===== src/rtl/core/rdpd_pkg.sv =====
// Shared types, codes and helpers for the remote debug packet deframer.
package rdpd_pkg;

  // Frame phase codes
  localparam logic [1:0] PH_HUNT     = 2'd0;
  localparam logic [1:0] PH_PAYLOAD  = 2'd1;
  localparam logic [1:0] PH_CHK_HIGH = 2'd2;
  localparam logic [1:0] PH_CHK_LOW  = 2'd3;

  // Frame status codes on the result channel
  localparam logic [1:0] ST_HELD     = 2'd0;
  localparam logic [1:0] ST_SKIPPED  = 2'd1;
  localparam logic [1:0] ST_COMPLETE = 2'd2;
  localparam logic [1:0] ST_REJECTED = 2'd3;

  // Framing characters
  localparam logic [7:0] CH_DOLLAR = 8'h24;
  localparam logic [7:0] CH_HASH   = 8'h23;
  localparam logic [7:0] CH_ZERO   = 8'h30;
  localparam logic [7:0] CH_NINE   = 8'h39;
  localparam logic [7:0] CH_LA     = 8'h61;
  localparam logic [7:0] CH_LF     = 8'h66;
  localparam logic [7:0] CH_UA     = 8'h41;
  localparam logic [7:0] CH_UF     = 8'h46;

  // Configuration register indexes
  localparam logic REG_MAX_PAYLOAD = 1'b0;
  localparam logic REG_NO_ACK      = 1'b1;

  localparam int unsigned OUT_LEN_W = 16;

  typedef struct packed {
    logic [15:0] max_payload;
    logic        nack_disable;
  } cfg_t;

  typedef struct packed {
    logic [1:0]           frame_status;
    logic                 nack_req;
    logic [OUT_LEN_W-1:0] payload_length;
    logic [7:0]           payload_byte;
    logic                 payload_valid;
  } result_t;

  // Hex character to value; bit 4 set for a non-hex character
  function automatic logic [4:0] hex_digit(input logic [7:0] c);
    logic [4:0] v;
    v = 5'h10;
    if (c >= CH_ZERO && c <= CH_NINE) begin
      v = {1'b0, 4'(c - CH_ZERO)};
    end else if (c >= CH_LA && c <= CH_LF) begin
      v = {1'b0, 4'(c - CH_LA + 8'd10)};
    end else if (c >= CH_UA && c <= CH_UF) begin
      v = {1'b0, 4'(c - CH_UA + 8'd10)};
    end
    return v;
  endfunction

endpackage


===== src/rtl/core/rdpd_cfg_regs.sv =====
// APB-style configuration registers of the packet deframer.
module rdpd_cfg_regs (
  input  logic                clk,
  input  logic                rst_n,
  input  logic                psel,
  input  logic                penable,
  input  logic                pwrite,
  input  logic [2:0]          paddr,
  input  logic [31:0]         pwdata,
  output logic [31:0]         prdata,
  output logic                pready,
  output rdpd_pkg::cfg_t      cfg
);

  logic [15:0] max_payload_r;
  logic        no_ack_r;
  logic        wr_en;
  logic        reg_idx;

  assign pready  = 1'b1;
  assign wr_en   = psel && penable && pwrite;
  assign reg_idx = paddr[2];

  // Register write
  always_ff @(posedge clk) begin
    if (!rst_n) begin
      max_payload_r <= 16'd4096;
      no_ack_r      <= 1'b0;
    end else if (wr_en) begin
      case (reg_idx)
        rdpd_pkg::REG_MAX_PAYLOAD: max_payload_r <= pwdata[15:0];
        rdpd_pkg::REG_NO_ACK:      no_ack_r      <= pwdata[0];
        default: ;
      endcase
    end
  end

  // Read back
  always_comb begin
    case (reg_idx)
      rdpd_pkg::REG_MAX_PAYLOAD: prdata = {16'd0, max_payload_r};
      rdpd_pkg::REG_NO_ACK:      prdata = {31'd0, no_ack_r};
      default:                   prdata = 32'd0;
    endcase
  end

  assign cfg.max_payload  = max_payload_r;
  assign cfg.nack_disable = no_ack_r;

endmodule


===== src/rtl/core/rdpd_step.sv =====
// Per-byte deframing step: next frame state and result for one byte.
module rdpd_step #(
  parameter int unsigned LENGTH_WIDTH = 16
) (
  input  logic [7:0]              data_byte,
  input  rdpd_pkg::cfg_t          cfg,
  input  logic [1:0]              phase,
  input  logic [LENGTH_WIDTH-1:0] count,
  input  logic [7:0]              sum,
  input  logic [4:0]              first_digit,
  output logic [1:0]              phase_nxt,
  output logic [LENGTH_WIDTH-1:0] count_nxt,
  output logic [7:0]              sum_nxt,
  output logic [4:0]              first_digit_nxt,
  output rdpd_pkg::result_t       res
);

  localparam int unsigned CMP_W =
    (LENGTH_WIDTH > rdpd_pkg::OUT_LEN_W) ? LENGTH_WIDTH : rdpd_pkg::OUT_LEN_W;

  logic [CMP_W-1:0] count_ext;
  logic [CMP_W-1:0] max_ext;
  logic             over;
  logic [4:0]       digit;
  logic             sum_ok;

  assign count_ext = CMP_W'(count);
  assign max_ext   = CMP_W'(cfg.max_payload);
  assign over      = (count_ext >= max_ext) || (count == {LENGTH_WIDTH{1'b1}});
  assign digit     = rdpd_pkg::hex_digit(data_byte);
  assign sum_ok    = !first_digit[4] && !digit[4] &&
                     ({first_digit[3:0], digit[3:0]} == sum);

  always_comb begin
    phase_nxt           = phase;
    count_nxt           = count;
    sum_nxt             = sum;
    first_digit_nxt     = first_digit;
    res.frame_status    = rdpd_pkg::ST_HELD;
    res.payload_length  = '0;
    res.payload_byte    = 8'd0;
    res.payload_valid   = 1'b0;

    case (phase)
      rdpd_pkg::PH_HUNT: begin
        if (data_byte == rdpd_pkg::CH_DOLLAR) begin
          phase_nxt       = rdpd_pkg::PH_PAYLOAD;
          count_nxt       = '0;
          sum_nxt         = 8'd0;
          first_digit_nxt = 5'd0;
        end else begin
          res.frame_status = rdpd_pkg::ST_SKIPPED;
        end
      end
      rdpd_pkg::PH_PAYLOAD: begin
        if (data_byte == rdpd_pkg::CH_HASH) begin
          phase_nxt = rdpd_pkg::PH_CHK_HIGH;
        end else if (data_byte == rdpd_pkg::CH_DOLLAR) begin
          // restart: this byte opens a fresh frame
          res.frame_status = rdpd_pkg::ST_REJECTED;
          phase_nxt        = rdpd_pkg::PH_PAYLOAD;
          count_nxt        = '0;
          sum_nxt          = 8'd0;
          first_digit_nxt  = 5'd0;
        end else if (over) begin
          res.frame_status = rdpd_pkg::ST_REJECTED;
          phase_nxt        = rdpd_pkg::PH_HUNT;
        end else begin
          count_nxt         = count + 1'b1;
          sum_nxt           = sum + data_byte;
          res.payload_byte  = data_byte;
          res.payload_valid = 1'b1;
        end
      end
      rdpd_pkg::PH_CHK_HIGH: begin
        first_digit_nxt = digit;
        phase_nxt       = rdpd_pkg::PH_CHK_LOW;
      end
      rdpd_pkg::PH_CHK_LOW: begin
        if (sum_ok) begin
          res.frame_status   = rdpd_pkg::ST_COMPLETE;
          res.payload_length = count_ext[rdpd_pkg::OUT_LEN_W-1:0];
        end else begin
          res.frame_status = rdpd_pkg::ST_REJECTED;
        end
        phase_nxt = rdpd_pkg::PH_HUNT;
      end
      default: begin
        phase_nxt = rdpd_pkg::PH_HUNT;
      end
    endcase

    res.nack_req = (res.frame_status == rdpd_pkg::ST_REJECTED) && !cfg.nack_disable;
  end

endmodule


===== src/rtl/core/remote_debug_packet_deframer_core.sv =====
// Remote debug packet deframer: '$' payload '#' hh framing on a byte stream.
// Path: a byte taken at the input is held in the input register, and its
// result sits in the result register when out_valid rises; out_stall holds both.
// Throughput: one byte per cycle while no out_stall holds the result; input
// register, one compare/add step on the frame state, then the result register.
// Reset (rst_n, synchronous): hunting for '$', count and sum cleared,
// max_payload 4096, nack disable 0, both channels empty.
module remote_debug_packet_deframer_core #(
  parameter int unsigned LENGTH_WIDTH = 16
) (
  input  logic        clk,
  input  logic        rst_n,
  // byte input
  input  logic        in_valid,
  output logic        in_stall,
  input  logic [7:0]  in_data_byte,
  // result output
  output logic        out_valid,
  input  logic        out_stall,
  output logic [1:0]  out_frame_status,
  output logic        out_nack_req,
  output logic [15:0] out_payload_length,
  output logic [7:0]  out_payload_byte,
  output logic        out_payload_valid,
  // configuration
  input  logic        psel,
  input  logic        penable,
  input  logic        pwrite,
  input  logic [2:0]  paddr,
  input  logic [31:0] pwdata,
  output logic [31:0] prdata,
  output logic        pready
);

  rdpd_pkg::cfg_t          cfg;
  rdpd_pkg::result_t       res;
  rdpd_pkg::result_t       res_r;

  logic                    in_valid_r;
  logic [7:0]              byte_r;
  logic                    out_valid_r;
  logic                    adv;
  logic                    in_take;

  logic [1:0]              phase_r,  phase_nxt;
  logic [LENGTH_WIDTH-1:0] count_r,  count_nxt;
  logic [7:0]              sum_r,    sum_nxt;
  logic [4:0]              digit_r,  digit_nxt;

  rdpd_cfg_regs u_cfg (
    .clk     (clk),
    .rst_n   (rst_n),
    .psel    (psel),
    .penable (penable),
    .pwrite  (pwrite),
    .paddr   (paddr),
    .pwdata  (pwdata),
    .prdata  (prdata),
    .pready  (pready),
    .cfg     (cfg)
  );

  rdpd_step #(
    .LENGTH_WIDTH (LENGTH_WIDTH)
  ) u_step (
    .data_byte       (byte_r),
    .cfg             (cfg),
    .phase           (phase_r),
    .count           (count_r),
    .sum             (sum_r),
    .first_digit     (digit_r),
    .phase_nxt       (phase_nxt),
    .count_nxt       (count_nxt),
    .sum_nxt         (sum_nxt),
    .first_digit_nxt (digit_nxt),
    .res             (res)
  );

  // Pipeline moves when the result register is free or being drained
  assign adv      = !out_valid_r || !out_stall;
  assign in_stall = in_valid_r && !adv;
  assign in_take  = in_valid && !in_stall;

  // Input register
  always_ff @(posedge clk) begin
    if (!rst_n) begin
      in_valid_r <= 1'b0;
    end else if (adv || !in_valid_r) begin
      in_valid_r <= in_valid;
    end
  end

  always_ff @(posedge clk) begin
    if (in_take) begin
      byte_r <= in_data_byte;
    end
  end

  // Frame state, updated once per processed byte
  always_ff @(posedge clk) begin
    if (!rst_n) begin
      phase_r <= rdpd_pkg::PH_HUNT;
      count_r <= '0;
      sum_r   <= 8'd0;
      digit_r <= 5'd0;
    end else if (in_valid_r && adv) begin
      phase_r <= phase_nxt;
      count_r <= count_nxt;
      sum_r   <= sum_nxt;
      digit_r <= digit_nxt;
    end
  end

  // Result register
  always_ff @(posedge clk) begin
    if (!rst_n) begin
      out_valid_r <= 1'b0;
    end else if (adv) begin
      out_valid_r <= in_valid_r;
    end
  end

  always_ff @(posedge clk) begin
    if (in_valid_r && adv) begin
      res_r <= res;
    end
  end

  assign out_valid          = out_valid_r;
  assign out_frame_status   = res_r.frame_status;
  assign out_nack_req       = res_r.nack_req;
  assign out_payload_length = res_r.payload_length;
  assign out_payload_byte   = res_r.payload_byte;
  assign out_payload_valid  = res_r.payload_valid;

endmodule

===== config.mk =====
export PLATFORM = sky130hd
export DESIGN_NAME = remote_debug_packet_deframer_core
export DESIGN_NICKNAME = d
export VERILOG_FILES = /design/src/rtl/core/rdpd_pkg.sv /design/src/rtl/core/rdpd_cfg_regs.sv /design/src/rtl/core/rdpd_step.sv /design/src/rtl/core/remote_debug_packet_deframer_core.sv
export SDC_FILE = /design/constraint.sdc
export NUM_CORES = 1
export LEC_CHECK = 0
export BUFFER_PORTS_ARGS = -buffer_cell sky130_fd_sc_hd__clkbuf_2
export CORE_ASPECT_RATIO = 0.9
export CORE_MARGIN = 1
export CORE_UTILIZATION = 50
export CTS_CLUSTER_DIAMETER = 200
export DETAILED_ROUTE_END_ITERATION = 8
export PLACE_DENSITY = 0.73
export SLEW_MARGIN = 0
export SYNTH_ARGS = -nofsm -noshare
export SYNTH_HDL_FRONTEND = slang
export SYNTH_SLANG_ARGS = --single-unit

===== constraint.sdc =====
create_clock -name clk -period 8 [get_ports clk]
set_clock_uncertainty 0.05 [all_clocks]
set_input_delay 0 -clock clk [delete_from_list [all_inputs] [get_ports clk]]
set_output_delay 0 -clock clk [all_outputs]
set_load 0.005 [all_outputs]

==> flow_summary.toml <==
[pwr]
p_per_area_mw_per_mm2 = 142
ir_drop_mv = 0.0893
p_leak_uw = 0.00220

[run]
cap_violations = 0

[cts]
clk_latency_ns = 0.37
tritoncts = "built"
cts_setup_buffers = 0
post_cts_resized = 0
clk_pin_slew_worst_paths_ns = 0.09
hold_buffers = 26
clkSinkCount = 86
cts-root-buf = "clkbuf_8"
htreeDepth = 3
cts_buffers = 9
clk_path_buf_depth = 2

[global_routing]
grt_max_degree = 39
grtUsageMet1_pct = 32.2
met2_usage_pct = 34.0
grt_pass1_wl_um = 18700
grt_busiest_layer = "met2"
grt_pass1_vias = 3893
grt_overflow = 0
globalRouteTotalUtil_pct = 22.6
globalRouteMet3Util_pct = 2.62
antenna_found_initial = 0

[timing]
finalSetupTns_ns = 0
relSlewSlack_pct = 33.0
period_minus_slack_ns = 3.55
setup_viol = 0
worst_slack_ns = 4.45
rsz0062_at_grt = "false"
hold_viol = 0
fmax_mhz = 282
report.final.slew_viol_count = 0
finalCritPeriodShare_pct = 44.4
tightest_slew_ns = 1.00

[hold_path]
hold_path_class = "primary input to flip-flop"
holdPathStages = 4
whs_endpoint = "u_cfg.no_ack_r"
hold_path.startpoint = "penable"

[final_layout]
n_fill_cell = 838
n_antenna_cell = 0
fin_cells = 772
final_layout_size_suffix_gt1_share_pct = 18.1
final_nets = 720
multi_input_area_mm2 = 0.00264
regArea_mm2 = 0.00208
layout_common_cells = "nand2_1 (86), clkbuf_2 (77), dfxtp_1 (50)"
layout_commonest_cell = "nand2_1"
area_growth_pct = 16.0

[setup_path]
timing.rr.end = "out_payload_length[0]"
rr_worst_depth = 8
crit_required_ns = 8.14
worst_setup_path_end_kind = "flip-flop"
r2r_slack_ns = 4.45
worstReg2RegStart = "byte_r[1]"
start_kind = "flip-flop"
crit_fanout = 16
path_class = "flip-flop to flip-flop"
arrival_ns = 3.69

[placed_design]
hpwl_um = 8000
routabilityCongestion = 0.880
pre_cts_slack_ns = 4.54
port-buffer-count = 77
placed_cells = 730

[synthesis]
synth_edf_count = 36
syn_inst = 551
ys_seq_area_share_pct = 41.2
synth-main-ff-cell = "dfxtp_1"
avgSynthCellArea_um2 = 9.17
yosys_warnings = 0
ys_types = 68
synth-seq-cells = 86
syn_area_mm2 = 0.00505
async_reset_ff_share_pct = 0

[detailed_routing]
drc = 0
ant_nets = 0
wl_per_cell_um = 14.6
viasPerCell = 5.41
firstDrtPassIters = 5
vias = 4175
drtIter0Drc = 183
wirelength_um = 11300

[floorplan]
start_util_pct = 51.9
die_w_um = 108
core_mm2 = 0.00974
core.rowCount = 34
io_pins = 113
die_area_mm2 = 0.0105
die_y_um = 97.4

[status]
status = "completed"
-- per-stage QoR --
stage	hold slack [ns]	utilization (%)	instance area [um^2]	total power, uW
4_1_cts	0.00234	60.2	5870	837
2_1_floorplan	0.0489	-	5110	530
5_1_grt	0.0479	60.2	5870	866
3_5_place_dp	0.129	55.7	5430	549
6_report	0.0139	60.2	5870	832
3_3_place_gp	0.128	55.7	5430	546
-- final cells by class --
type | instances | share of cell area [%]
multi-input combinational | 398 | 44.9
sequential | 86 | 35.5
timing repair buffer | 104 | 11.1
inverter | 42 | 2.69
tap | 126 | 2.69
clock buffer | 10 | 2.35
clock inverter | 6 | 0.704
-- Yosys cell counts (4+ instances only) --
library cell   n  share of area, %
nand2_1       86               6.4
o211ai_1      15               2.2
nand4_1        8              0.99
a21boi_0      16               2.4
edfxtp_1      36                21
nor2b_1        7              0.87
a211oi_1      11               1.6
a31oi_1        5              0.62
clkbuf_1      15               1.1
and2_1         8              0.99
dfxtp_1       50                20
nor4_1         7              0.87
mux2i_1       17               3.4
nand2b_1       4              0.49
buf_4         19               2.8
xnor2_1        8               1.4
inv_1         42               3.1
nor3_2        10               2.0
o21a_1         4              0.59
ha_1          28               6.9
o21ai_0       12               1.2
a21oi_1       18               1.8
nor2_1        25               1.9
a21o_1         4              0.59
nand3_1       14               1.4
o31ai_1        5              0.74
nor3_1        15               1.5
-- worst max path at each step --
stage | start | endpoint | slack (ns)
floorplan | in_valid_r | count_r[6] | 4.64
global placement | byte_r[1] | out_payload_length[1] | 4.66
detailed placement | byte_r[1] | out_payload_length[0] | 4.54
CTS | byte_r[1] | out_payload_length[0] | 4.50
global route | byte_r[1] | out_payload_length[3] | 4.17
finish | byte_r[1] | out_payload_length[0] | 4.45
-- worst max-delay path: stages, from the launching register on --
cell,delay (ns)
edfxtp_1,0.57
inv_1,0.17
ha_1,0.30
or3b_1,0.20
nand4b_1,0.23
o311ai_0,0.56
o211ai_1,0.16
or4b_1,0.84
nor3_1,0.30
-- cell families (layout without fill, tap and decap cells) --
logic type	after synthesis	after routing	share of synthesized area (%)
other	2	17	0.149
and+or+nand+nor	208	208	21.4
xor gates and xnor gates	11	11	1.91
AOI/OAI and AO/OA	115	115	16.6
adders and majority gates	29	29	7.33
buffers and inverters	82	162	7.85
DFF	86	86	41.2
muxes	18	18	3.59
-- registers in the layout, summed over array words and instances (netlist names), named ones only --
register             cells
byte_r                   8
count_r                 16
digit_r                  5
in_valid_r               1
out_frame_status         2
out_nack_req             1
out_payload_byte         8
out_payload_length      16
out_payload_valid        1
out_valid                1
phase_r                  1
sum_r                    8
u_cfg.max_payload_r     16
u_cfg.no_ack_r           1
-- where the power goes --
group | leakage (uW) | internal [uW] | switching, uW | total, uW
logic | 0.00137 | 33.4 | 39.8 | 73.2
registers | 0.000739 | 466 | 9.66 | 476
clock network | 0.0000950 | 123 | 160 | 282
total | 0.00220 | 622 | 209 | 832
-- layer usage --
| metal | share of wire [%] | wire length [um] |
|---|---|---|
| met1 | 49 | 5540 |
| met5 | 0 | 0 |
| met3 | 5.0 | 558 |
| met2 | 44 | 4950 |
| met4 | 2.0 | 221 |
No activity file was read; power rests on OpenSTA's default activity.
